<file path="config.mk">
export PLATFORM = sky130hd
export DESIGN_NAME = rgb_to_hsl_converter_core
export DESIGN_NICKNAME = d
export VERILOG_FILES = /design/src/rtl/rgb2hsl_pkg.sv /design/src/rtl/rgb_to_hsl_converter_core.sv /design/src/rtl/rgb2hsl_front.sv /design/src/rtl/rgb2hsl_div.sv
export SDC_FILE = /design/constraint.sdc
export NUM_CORES = 2
export LEC_CHECK = 0
export BUFFER_PORTS_ARGS = -buffer_cell sky130_fd_sc_hd__buf_4
export CORE_ASPECT_RATIO = 0.7
export CORE_MARGIN = 10
export CORE_UTILIZATION = 40
export CTS_BUF_LIST = sky130_fd_sc_hd__clkbuf_4 sky130_fd_sc_hd__clkbuf_8
export DETAILED_ROUTE_END_ITERATION = 16
export GPL_ROUTABILITY_DRIVEN = 0
export PLACE_DENSITY = 0.57
export SLEW_MARGIN = 20
export SYNTH_ARGS = -nofsm -noshare
export SYNTH_HDL_FRONTEND = slang
export SYNTH_SLANG_ARGS = --single-unit
</file>
<file path="constraint.sdc">
create_clock -name i_clk -period 9.45 [get_ports i_clk]
set_input_delay 0.4725 -clock i_clk [delete_from_list [all_inputs] [get_ports i_clk]]
set_output_delay 0.4725 -clock i_clk [all_outputs]
set_load 0.05 [all_outputs]
</file>
<file path="src/rtl/rgb2hsl_pkg.sv">
// Shared types and constants for the RGB to HSL converter.
// Used by the top level, the front end and the testbench; depends on nothing else.
`timescale 1ns / 1ps
`default_nettype none

package rgb2hsl_pkg;

    localparam int FRAC_BITS_DEF = 16;

    localparam int CH_W      = 8;
    localparam int HUE_W     = 9;
    localparam int SUM_W     = 9;
    localparam int DEN_W     = 10;
    localparam int HNUM_W    = 17;

    localparam int CH_MAX    = 255;
    localparam int SUM_MAX   = 510;
    localparam int SAT_SPLIT = 255;

    localparam int HUE_STEP  = 60;
    localparam int HUE_GREEN = 120;
    localparam int HUE_BLUE  = 240;
    localparam int HUE_FULL  = 360;

    typedef enum logic [1:0] {
        SEC_RED,
        SEC_GREEN,
        SEC_BLUE
    } t_sector;

    typedef struct packed {
        logic valid;
        logic grey;
    } t_ctl;

endpackage

`default_nettype wire

</file>
<file path="src/rtl/rgb_to_hsl_converter_core.sv">
// A result passes from an accepted start through the front-end registers, the divider
// chain of one quotient bit per stage and the output register to o_strobe.
// Throughput: one pixel per clock; busy is always low.
// Reset (synchronous, active low) clears the valid pipeline and the strobe.
// The receiver cannot stall: each result is on the ports for one cycle.
// Top level of the RGB to HSL converter; uses rgb2hsl_pkg, rgb2hsl_front, rgb2hsl_div.
`timescale 1ns / 1ps
`default_nettype none

module rgb_to_hsl_converter_core #(
    parameter int FRAC_BITS = rgb2hsl_pkg::FRAC_BITS_DEF
) (
    input  wire logic                              i_clk,
    input  wire logic                              i_rst_n,
    input  wire logic                              start,
    output logic                                   busy,
    input  wire logic [rgb2hsl_pkg::CH_W-1:0]      i_red,
    input  wire logic [rgb2hsl_pkg::CH_W-1:0]      i_green,
    input  wire logic [rgb2hsl_pkg::CH_W-1:0]      i_blue,
    output logic                                   o_strobe,
    output logic [rgb2hsl_pkg::HUE_W-1:0]          o_hue_deg,
    output logic [FRAC_BITS:0]                     o_sat_frac,
    output logic [FRAC_BITS:0]                     o_light_frac
);

    localparam int DEN_W = rgb2hsl_pkg::DEN_W;
    localparam int HUE_W = rgb2hsl_pkg::HUE_W;
    localparam int QUO_W = FRAC_BITS + 1;
    localparam int NUM_W = DEN_W + QUO_W;

    rgb2hsl_pkg::t_ctl   front_ctl;
    logic [NUM_W-1:0]    hue_num;
    logic [DEN_W-1:0]    hue_den;
    logic [NUM_W-1:0]    sat_num;
    logic [DEN_W-1:0]    sat_den;
    logic [QUO_W-1:0]    front_light;
    logic [QUO_W-1:0]    hue_quo;
    logic [QUO_W-1:0]    sat_quo;

    rgb2hsl_pkg::t_ctl   r_ctl [0:QUO_W-1];
    logic [QUO_W-1:0]    r_light_d [0:QUO_W-1];
    logic                r_strobe;
    logic [HUE_W-1:0]    r_hue;
    logic [QUO_W-1:0]    r_sat;
    logic [QUO_W-1:0]    r_light;

    assign busy = 1'b0;

    rgb2hsl_front #(
        .FRAC_BITS (FRAC_BITS)
    ) u_front (
        .i_clk       (i_clk),
        .i_rst_n     (i_rst_n),
        .i_valid     (start & ~busy),
        .i_red       (i_red),
        .i_green     (i_green),
        .i_blue      (i_blue),
        .o_ctl       (front_ctl),
        .o_hue_num   (hue_num),
        .o_hue_den   (hue_den),
        .o_sat_num   (sat_num),
        .o_sat_den   (sat_den),
        .o_light     (front_light)
    );

    rgb2hsl_div #(
        .DEN_W (DEN_W),
        .QUO_W (QUO_W)
    ) u_div_hue (
        .i_clk (i_clk),
        .i_num (hue_num),
        .i_den (hue_den),
        .o_quo (hue_quo)
    );

    rgb2hsl_div #(
        .DEN_W (DEN_W),
        .QUO_W (QUO_W)
    ) u_div_sat (
        .i_clk (i_clk),
        .i_num (sat_num),
        .i_den (sat_den),
        .o_quo (sat_quo)
    );

    always_ff @(posedge i_clk) begin
        if (!i_rst_n) begin
            for (int k = 0; k < QUO_W; k++) begin
                r_ctl[k] <= '0;
            end
        end else begin
            r_ctl[0] <= front_ctl;
            for (int k = 1; k < QUO_W; k++) begin
                r_ctl[k] <= r_ctl[k-1];
            end
        end
    end

    always_ff @(posedge i_clk) begin
        r_light_d[0] <= front_light;
        for (int k = 1; k < QUO_W; k++) begin
            r_light_d[k] <= r_light_d[k-1];
        end
    end

    // A grey pixel has no defined hue or saturation; both are forced to zero.
    always_ff @(posedge i_clk) begin
        if (!i_rst_n) begin
            r_strobe <= 1'b0;
        end else begin
            r_strobe <= r_ctl[QUO_W-1].valid;
        end
        r_hue   <= r_ctl[QUO_W-1].grey ? '0 : hue_quo[HUE_W-1:0];
        r_sat   <= r_ctl[QUO_W-1].grey ? '0 : sat_quo;
        r_light <= r_light_d[QUO_W-1];
    end

    assign o_strobe     = r_strobe;
    assign o_hue_deg    = r_hue;
    assign o_sat_frac   = r_sat;
    assign o_light_frac = r_light;

endmodule

`default_nettype wire

</file>
<file path="src/rtl/rgb2hsl_front.sv">
// Front end of the converter: maximum, minimum and sector, then the rounded
// dividends and divisors for hue and saturation, and the lightness. Uses rgb2hsl_pkg.
`timescale 1ns / 1ps
`default_nettype none

module rgb2hsl_front #(
    parameter int FRAC_BITS = rgb2hsl_pkg::FRAC_BITS_DEF
) (
    input  wire logic                                          i_clk,
    input  wire logic                                          i_rst_n,
    input  wire logic                                          i_valid,
    input  wire logic [rgb2hsl_pkg::CH_W-1:0]                  i_red,
    input  wire logic [rgb2hsl_pkg::CH_W-1:0]                  i_green,
    input  wire logic [rgb2hsl_pkg::CH_W-1:0]                  i_blue,
    output rgb2hsl_pkg::t_ctl                                  o_ctl,
    output logic [rgb2hsl_pkg::DEN_W+FRAC_BITS:0]              o_hue_num,
    output logic [rgb2hsl_pkg::DEN_W-1:0]                      o_hue_den,
    output logic [rgb2hsl_pkg::DEN_W+FRAC_BITS:0]              o_sat_num,
    output logic [rgb2hsl_pkg::DEN_W-1:0]                      o_sat_den,
    output logic [FRAC_BITS:0]                                 o_light
);

    localparam int CH_W    = rgb2hsl_pkg::CH_W;
    localparam int SUM_W   = rgb2hsl_pkg::SUM_W;
    localparam int DEN_W   = rgb2hsl_pkg::DEN_W;
    localparam int HNUM_W  = rgb2hsl_pkg::HNUM_W;
    localparam int NUM_W   = DEN_W + FRAC_BITS + 1;
    localparam int LIGHT_W = FRAC_BITS + 1;

    logic [CH_W-1:0]         mx;
    logic [CH_W-1:0]         mn;
    rgb2hsl_pkg::t_sector    n_sector;
    logic signed [CH_W:0]    n_diff;
    logic [CH_W-1:0]         n_d;
    logic [SUM_W-1:0]        n_sum;

    logic                    r_valid1;
    rgb2hsl_pkg::t_sector    r_sector;
    logic signed [CH_W:0]    r_diff;
    logic [CH_W-1:0]         r_d;
    logic [SUM_W-1:0]        r_sum;

    logic                    neg;
    logic [CH_W-1:0]         mag;
    logic [HNUM_W-1:0]       m60;
    logic [HNUM_W-1:0]       base;
    logic [HNUM_W-1:0]       hue_num;
    logic [SUM_W-1:0]        sat_den;
    logic [1:0]              l_whole;
    logic [CH_W-1:0]         l_rest;
    logic [4*CH_W-1:0]       l_rep;

    rgb2hsl_pkg::t_ctl       n_ctl;
    logic [NUM_W-1:0]        n_hue_num;
    logic [DEN_W-1:0]        n_hue_den;
    logic [NUM_W-1:0]        n_sat_num;
    logic [DEN_W-1:0]        n_sat_den;
    logic [LIGHT_W-1:0]      n_light;

    rgb2hsl_pkg::t_ctl       r_ctl;
    logic [NUM_W-1:0]        r_hue_num;
    logic [DEN_W-1:0]        r_hue_den;
    logic [NUM_W-1:0]        r_sat_num;
    logic [DEN_W-1:0]        r_sat_den;
    logic [LIGHT_W-1:0]      r_light;

    // Ties for the largest channel go to red, then to green.
    always_comb begin
        if (i_red >= i_green && i_red >= i_blue) begin
            n_sector = rgb2hsl_pkg::SEC_RED;
            mx       = i_red;
            n_diff   = $signed({1'b0, i_green}) - $signed({1'b0, i_blue});
        end else if (i_green >= i_blue) begin
            n_sector = rgb2hsl_pkg::SEC_GREEN;
            mx       = i_green;
            n_diff   = $signed({1'b0, i_blue}) - $signed({1'b0, i_red});
        end else begin
            n_sector = rgb2hsl_pkg::SEC_BLUE;
            mx       = i_blue;
            n_diff   = $signed({1'b0, i_red}) - $signed({1'b0, i_green});
        end
        mn = i_red;
        if (i_green < mn) begin
            mn = i_green;
        end
        if (i_blue < mn) begin
            mn = i_blue;
        end
        n_d   = mx - mn;
        n_sum = {1'b0, mx} + {1'b0, mn};
    end

    always_ff @(posedge i_clk) begin
        if (!i_rst_n) begin
            r_valid1 <= 1'b0;
        end else begin
            r_valid1 <= i_valid;
        end
        r_sector <= n_sector;
        r_diff   <= n_diff;
        r_d      <= n_d;
        r_sum    <= n_sum;
    end

    // Hue numerator is sector base times d plus or minus sixty times the
    // channel difference; a negative red hue takes the full-turn base.
    always_comb begin
        neg = r_diff[CH_W];
        mag = neg ? CH_W'(-r_diff) : r_diff[CH_W-1:0];
        m60 = HNUM_W'(mag) * HNUM_W'(rgb2hsl_pkg::HUE_STEP);
        case (r_sector)
            rgb2hsl_pkg::SEC_RED: begin
                base = neg ? HNUM_W'(r_d) * HNUM_W'(rgb2hsl_pkg::HUE_FULL) : '0;
            end
            rgb2hsl_pkg::SEC_GREEN: begin
                base = HNUM_W'(r_d) * HNUM_W'(rgb2hsl_pkg::HUE_GREEN);
            end
            rgb2hsl_pkg::SEC_BLUE: begin
                base = HNUM_W'(r_d) * HNUM_W'(rgb2hsl_pkg::HUE_BLUE);
            end
            default: begin
                base = '0;
            end
        endcase
        hue_num = neg ? base - m60 : base + m60;

        if (r_sum < SUM_W'(rgb2hsl_pkg::SAT_SPLIT)) begin
            sat_den = r_sum;
        end else begin
            sat_den = SUM_W'(rgb2hsl_pkg::SUM_MAX) - r_sum;
        end

        // Lightness is the sum over 255, halved. The sum splits into whole
        // multiples of 255 and a rest; the rest over 255 is the rest repeated
        // as base-256 digits, so its fraction bits are copies of the rest and
        // the first bit past them rounds.
        if (r_sum >= SUM_W'(rgb2hsl_pkg::SUM_MAX)) begin
            l_whole = 2'd2;
            l_rest  = '0;
        end else if (r_sum >= SUM_W'(rgb2hsl_pkg::CH_MAX)) begin
            l_whole = 2'd1;
            l_rest  = CH_W'(r_sum - SUM_W'(rgb2hsl_pkg::CH_MAX));
        end else begin
            l_whole = 2'd0;
            l_rest  = r_sum[CH_W-1:0];
        end
        l_rep   = {4{l_rest}};
        n_light = (LIGHT_W'(l_whole) << (FRAC_BITS - 1))
                + LIGHT_W'(l_rep[4*CH_W-1 -: FRAC_BITS-1])
                + LIGHT_W'(l_rep[4*CH_W-FRAC_BITS]);

        n_hue_num   = (NUM_W'(hue_num) << 1) + NUM_W'(r_d);
        n_hue_den   = {1'b0, r_d, 1'b0};
        n_sat_num   = (NUM_W'(r_d) << (FRAC_BITS + 1)) + NUM_W'(sat_den);
        n_sat_den   = {sat_den, 1'b0};

        n_ctl.valid = r_valid1;
        n_ctl.grey  = (r_d == '0);
    end

    always_ff @(posedge i_clk) begin
        if (!i_rst_n) begin
            r_ctl <= '0;
        end else begin
            r_ctl <= n_ctl;
        end
        r_hue_num   <= n_hue_num;
        r_hue_den   <= n_hue_den;
        r_sat_num   <= n_sat_num;
        r_sat_den   <= n_sat_den;
        r_light     <= n_light;
    end

    assign o_ctl       = r_ctl;
    assign o_hue_num   = r_hue_num;
    assign o_hue_den   = r_hue_den;
    assign o_sat_num   = r_sat_num;
    assign o_sat_den   = r_sat_den;
    assign o_light     = r_light;

endmodule

`default_nettype wire

</file>
<file path="src/rtl/rgb2hsl_div.sv">
// Pipelined restoring divider that produces one quotient bit per stage.
// The top DEN_W bits of the dividend must be below the divisor. No package use.
`timescale 1ns / 1ps
`default_nettype none

module rgb2hsl_div #(
    parameter int DEN_W = 10,
    parameter int QUO_W = 17
) (
    input  wire logic                     i_clk,
    input  wire logic [DEN_W+QUO_W-1:0]   i_num,
    input  wire logic [DEN_W-1:0]         i_den,
    output logic [QUO_W-1:0]              o_quo
);

    localparam int NUM_W = DEN_W + QUO_W;

    logic [DEN_W-1:0] r_rem  [0:QUO_W-2];
    logic [DEN_W-1:0] r_den  [0:QUO_W-2];
    logic [QUO_W-1:0] r_bits [0:QUO_W-1];

    for (genvar k = 0; k < QUO_W; k++) begin : g_stage
        logic [DEN_W-1:0] rem_in;
        logic [DEN_W-1:0] den_in;
        logic [QUO_W-1:0] bits_in;
        logic [DEN_W:0]   trial;
        logic [DEN_W:0]   rest;
        logic             take;

        if (k == 0) begin : g_first
            assign rem_in  = i_num[NUM_W-1 -: DEN_W];
            assign bits_in = i_num[QUO_W-1:0];
            assign den_in  = i_den;
        end else begin : g_next
            assign rem_in  = r_rem[k-1];
            assign bits_in = r_bits[k-1];
            assign den_in  = r_den[k-1];
        end

        assign trial = {rem_in, bits_in[QUO_W-1]};
        assign take  = (trial >= {1'b0, den_in});
        assign rest  = trial - {1'b0, den_in};

        always_ff @(posedge i_clk) begin
            r_bits[k] <= {bits_in[QUO_W-2:0], take};
        end

        if (k < QUO_W - 1) begin : g_carry
            always_ff @(posedge i_clk) begin
                r_rem[k] <= take ? rest[DEN_W-1:0] : trial[DEN_W-1:0];
                r_den[k] <= den_in;
            end
        end
    end

    assign o_quo = r_bits[QUO_W-1];

endmodule

`default_nettype wire

</file>
# Word level (Yosys, flattened, before mapping)
# Memories as Yosys holds them, arrays and structs flattened. A register that Yosys moved wholly into a read port is not among the register bits.
# Cells that the tools add are included.
# Widths: inputs -> output; s select.
[totals] ram_bits=1541 ff_bits=111 n_memories=8 input_bits=27 elab_cells=202 rom_bits=0 latch_bits=0 out_inout_bits=45
[mem_list] name="r_light_d" words=17 width=17 rd=17 rd_ports_with_merged_regs=1 wr=17 line_no="rgb_to_hsl_converter_core.sv:41" rtl="logic [QUO_W-1:0] r_light_d [0:QUO_W-1];"
[mem_list] name="u_div_hue.r_bits" words=17 width=17 rd=17 rd_ports_with_merged_regs=1 wr=17 line_no="rgb2hsl_div.sv:20" rtl="logic [QUO_W-1:0] r_bits [0:QUO_W-1];"
[mem_list] name="u_div_sat.r_bits" words=17 width=17 rd=17 rd_ports_with_merged_regs=1 wr=17 line_no="rgb2hsl_div.sv:20"
[mem_list] name="u_div_hue.r_den" words=16 width=10 rd=16 rd_ports_with_merged_regs=0 wr=16 line_no="rgb2hsl_div.sv:19" rtl="logic [DEN_W-1:0] r_den [0:QUO_W-2];"
[mem_list] name="u_div_hue.r_rem" words=16 width=10 rd=16 rd_ports_with_merged_regs=0 wr=16 line_no="rgb2hsl_div.sv:18" rtl="logic [DEN_W-1:0] r_rem [0:QUO_W-2];"
[mem_list] name="u_div_sat.r_den" words=16 width=10 rd=16 rd_ports_with_merged_regs=0 wr=16 line_no="rgb2hsl_div.sv:19"
[mem_list] name="2 more memories"
[classes] n_eq_ne=2 addsub=46 bitwise_logic=17 n_shift=0 n_lt_le_gt_ge=42 multipliers=4 n_mux=67 n_div=0 reduce_logical=3
[ops] cell="$ge 11x10->1" n=32
[ops] cell="$mux 10" n=32
[ops] cell="$sub 10x10->10" n=31
[ops] cell="$mux 8" n=7
[ops] cell="$pmux 17 s3" n=1
[ops] cell="$mux 2" n=19
[ops] cell="$mul 8x4->12 const B" n=3
[ops] cell="$mux 17" n=2
[ops] cell="$mux 9" n=3
[ops] cell="$sub 8x8->9" n=3
[ops] cell="$add 25x9->26" n=1
[ops] cell="$ge 8x8->1" n=3
[ops] cell="$add 18x8->19" n=1
[ops] cell="$add 17x1->17" n=1
[ops] cell="$add 17x14->17" n=1
[ops] cell="$add 17x15->17" n=1
[ops] cell="$or 1x1->1" n=17
[ops] cell="$sub 17x14->17" n=1
[ops] cell="$lt 8x8->1" n=2
[ops] cell="$mul 8x6->14 const B" n=1
[ops] cell="$ge 10x10->1" n=1
[ops] cell="$sub 3x9->10" n=1
[ops] cell="$add 8x8->9" n=1
[ops] cell="$ge 3x9->1" n=1
[ops] cell="13 further kinds" n=15

# Logic depth before layout (Yosys ltp)
[logic_depth] word_depth=6 depth_mapped=31 mapped_depth_nobuf=28

# Modules after synthesis
# From an unflattened synthesis, not the netlist that was laid out.
[hier_totals] hier_cells=5246 area_unflattened_um2=60738.3
[by_module_without_submodules] module="rgb2hsl_div at u_div_sat" n_inst=1 area_each_um2=22180.0 cells_per_inst=1841 seq_area_each_um2=12191.7
[by_module_without_submodules] module="rgb2hsl_div at u_div_hue" n_inst=1 area_each_um2=21793.4 cells_per_inst=1896 seq_area_each_um2=12191.7
[by_module_without_submodules] module="rgb2hsl_front" n_inst=1 area_each_um2=8956.1 cells_per_inst=1074 seq_area_each_um2=1581.5
[by_module_without_submodules] module="rgb_to_hsl_converter_core" n_inst=1 area_each_um2=7808.7 cells_per_inst=435 seq_area_each_um2=7347.0

# Worst setup path after synthesis
# Ideal clock, no wire load.
[synth_path] path_type="register -> register" startpoint="register u_front.r_diff[0]" endpoint="register u_front.r_hue_num[17] (netlist: u_front.o_hue_num[17])" stages_incl_launch_ff=29 required_time_ps=9378 setup_time_ps=72 arrival_time_ps=5909 path_buffers=2 synth_period_minus_slack_ps=5981 path_slack_ps=3469 cell_sequence="dfxtp_1 -> buf_4 -> inv_1 -> ha_1 -> nand2_1 -> o31ai_1 -> xor2_1 -> inv_1 -> ha_1 -> inv_1 -> fa_1 -> inv_1 -> ha_1 -> and3_1 -> a2111oi_4 -> xor2_1 -> and4bb_4 -> a21oi_1 -> xor2_1 -> ha_1 -> buf_2 -> a21o_1 -> a21oi_1 -> mux2i_1 -> nand2_1 -> a211oi_1 -> nand3_1 -> nor4b_2 -> xor2_1"
[synth_via] elab_chain_len=6 elab_cells_between_ends=7 cone_classes="4 x add/sub; 1 x mul; 2 x mux"
[synth_lines] item="start: declaration" line_no="rgb2hsl_front.sv:39" rtl="logic signed [CH_W:0] r_diff;"
[synth_lines] item="start signal: assignment" line_no="rgb2hsl_front.sv:100" rtl="r_diff <= n_diff;"
[synth_lines] item="$neg 8->8" line_no="rgb2hsl_front.sv:109" rtl="mag = neg ? CH_W'(-r_diff) : r_diff[CH_W-1:0];"
[synth_lines] item="$mux 8 (*)" line_no="rgb2hsl_front.sv:109"
[synth_lines] item="$mul 8x4->12 (*)" line_no="rgb2hsl_front.sv:110" rtl="m60 = HNUM_W'(mag) * HNUM_W'(rgb2hsl_pkg::HUE_STEP);"
[synth_lines] item="$add 17x14->17 or $sub 17x14->17 (tied branches)" line_no="rgb2hsl_front.sv:125" rtl="hue_num = neg ? base - m60 : base + m60;"
[synth_lines] item="$mux 17 (*)" line_no="rgb2hsl_front.sv:125"
[synth_lines] item="$add 18x8->19 (*)" line_no="rgb2hsl_front.sv:152" rtl="n_hue_num = (NUM_W'(hue_num) << 1) + NUM_W'(r_d);"
[synth_lines] item="net u_front.n_hue_num[17]" line_no="rgb2hsl_front.sv:54" rtl="logic [NUM_W-1:0] n_hue_num;"
[synth_lines] item="end signal: assignment" line_no="rgb2hsl_front.sv:167" rtl="r_hue_num <= n_hue_num;"
[synth_lines] item="end: declaration" line_no="rgb2hsl_front.sv:61" rtl="logic [NUM_W-1:0] r_hue_num;"
# Mark *: on every way through the listed nets, which the timed path passes. The rest lies on a longest branch.
# A chain may end at the register's enable or synchronous reset.

# Final worst setup path
# Ends and elaborated chain as after synthesis.

==> impl_metrics.ini <==
[sta]
rsz0062_at_grt = no
setup_tns_ns = 0
period_needed_ns = 6.84
skew_ns = 0.0390
hold_viol = 0
setup_viol = 0
worst_slew_pin_slew_ns = 0.899
maxSlewHeadroom = 0.400
fin_crit_sh = 0.724
max_freq_mhz = 146
drv_slew = 0

[worst_setup_path]
critPathCaptureType = flop
critPathBufInv = 3
cp_slowest_stage_delay_ns = 0.56
cp.arrival_ns = 7.63
cp_top_family = adder cells
worstSetupPathType = flop to flop
cp.required_ns = 10.24
crit_fanout = 10
cp_slowest_cell = dfxtp_1
critPathLaunchType = flop
r2r_slack_ns = 2.61

[cells_and_area]
nNetsFinal = 5212
area_delta_synth_final_pct = 13.5
drive_gt1_frac = 0.126
fin_area_sq_um = 55100
fill_cells = 11245
layoutNonFillerInstCount = 6474

[yosys]
synth-seq-area-share = 0.533
synthesis.area_sq_um = 48500
synth_top_area_share = 0.533
synth_commonest_cells = dfxtp_1, inv_1, ha_1, nor2_1, a21oi_1
syn_area_per_cell_sq_um = 10.8
synthTopCellsByArea = dfxtp_1, ha_1, inv_1
syn_inst = 4495
yosys.cell_types.count = 89
ys_warn_count = 0
ys.flop_type = dfxtp_1
synth_edf_count = 0
synth.most_common_cell = dfxtp_1
synth.largest_area_cell = dfxtp_1
async_flop_share = 0
synth-seq-cells = 1293

[detailed_routing]
wl_um = 87400
viasPerCell = 4.56
dr.pass1.iters = 5
drc = 0
detail-route-antenna-nets = 0
vias = 29531
wl_met1_um = 46000
wl_met2_um = 35300
drt_iter0_drc = 1784
top_layer = met4
route.met3.wl_um = 4320
wire_per_inst_um = 13.5

[floorplanning]
start_util = 0.405
die_x_um = 436
rows = 106
die_area_sq_um = 136000
ios = 72
die_y_um = 311
core_sq_um = 120000

[clock_network]
cts.sinks = 1293
hold_buffers = 8
post_cts_resized = 0
clockBufferDepth = 3
clockRootBuffer = clkbuf_8
clkLatencyLatePin_ns = 0.87
cts_buffers = 188
cts.htree.levels = 4
post_cts_buffers = 0
clk_pin_slew_ns = 0.07
cts_tree = done

[place]
post-dp-hpwl_um = 64200
port_buffers = 70
placedCellCount = 6128
detailed_place.area_sq_um = 50900

[run_status]
status = completed

[global_routing]
grt_use_total = 0.128
grt_pass1_wl_um = 147000
grt_pass1_vias = 29293
overflow = 0
antenna_found_initial = 1
grt_max_degree = 39

[run]
cap_violations = 0

[worst_hold_path]
min_path_type = primary input to flop
## kinds of logic after synthesis
| family | after synthesis | synth area share |
|---|---|---|
| AO/OA/AOI/OAI | 655 | 0.0838 |
| other | 1 | 0.0000772 |
| XOR/XNOR | 226 | 0.0409 |
| flip-flops | 1293 | 0.533 |
| AND/OR/NAND/NOR | 936 | 0.0983 |
| buffers and inverters | 639 | 0.0504 |
| adder cells (fa/ha/maj) | 480 | 0.134 |
| multiplexers | 265 | 0.0589 |
## final timing paths
path / from / end / cells past startpoint
min reg2reg: u_div_hue.r_bits[13][1]$_DFF_P_ / u_div_hue.r_bits[14][2]$_DFF_P_ / 0
min: i_green[1] / u_front.r_diff[1]$_DFF_P_ / 4
max: u_front.r_diff[0]$_DFF_P_ / u_front.o_hue_num[17]$_DFF_P_ / 26
max reg2reg: u_front.r_diff[0]$_DFF_P_ / u_front.o_hue_num[17]$_DFF_P_ / 26
## area by class of cell
cell class / instances / area (sq um) / share of cell area
clock inverters: 48 / 508 / 0.00922
flip-flops and latches: 1293 / 25900 / 0.470
diodes: 4 / 10.0 / 0.000182
clock buffers: 286 / 3620 / 0.0657
inverters: 578 / 2170 / 0.0394
well taps: 1620 / 2030 / 0.0368
multi-input cells: 2564 / 20200 / 0.367
repair buffers: 81 / 628 / 0.0114
## flip-flops by register name (all words and copies together) (netlist names), 9 cells and up, named ones only
name / cells
o_sat_frac: 17
u_div_sat.r_bits: 231
o_hue_deg: 9
u_front.o_light: 17
u_front.o_hue_num: 18
r_ctl: 34
u_front.r_diff: 9
u_div_hue.r_bits: 178
u_div_hue.r_den: 84
o_light_frac: 17
u_div_sat.r_den: 42
r_light_d: 289
u_div_sat.r_rem: 151
u_div_hue.r_rem: 160
## routing by layer
layer  up-vias  track usage
met1     13502        0.184
met2       517        0.187
met4         0       0.0424
met3       150       0.0309
met5         -            0
li1      15362            -
## cell usage in the layout (no fill, tap or decap), drive strengths merged, types with 13 or more instances in the layout
cell,count
nand3,32
a21boi,52
ha,410
inv,583
nor2b,128
mux2i,100
a21o,36
a21oi,207
dfxtp,1293
nand2,183
nand2b,61
nand3b,15
nand4,65
xnor2,148
and3,13
fa,69
o21a,20
nor3,72
buf,73
o21bai,16
nor2,262
and2,51
o31ai,15
o21ai,205
clkinv,27
xor2,78
mux2,165
a221oi,26
clkbuf,286
## worst reg2reg max path: cells and delay by family (launching register included)
family / cells / cell delay [ns]
mux: 1 / 0.21
fa+ha+maj: 5 / 2.00
compound gates: 6 / 1.23
flops: 1 / 0.56
simple gates: 6 / 1.19
buf+inv: 3 / 0.36
xor+xnor: 5 / 1.23
## through the flow
stage / worst slack (ns) / util / hold WS, ns
after floorplan: 3.47 / - / 0.310
after global placement: 2.79 / 0.424 / 0.310
after detailed placement: 2.71 / 0.424 / 0.312
after CTS: 2.65 / 0.459 / 0.00568
after global routing: 2.07 / 0.459 / 0.0427
final: 2.61 / 0.459 / 0.121
Power is not shown: default switching activity piles up to over one toggle a cycle in this logic, so the estimate is an artifact.
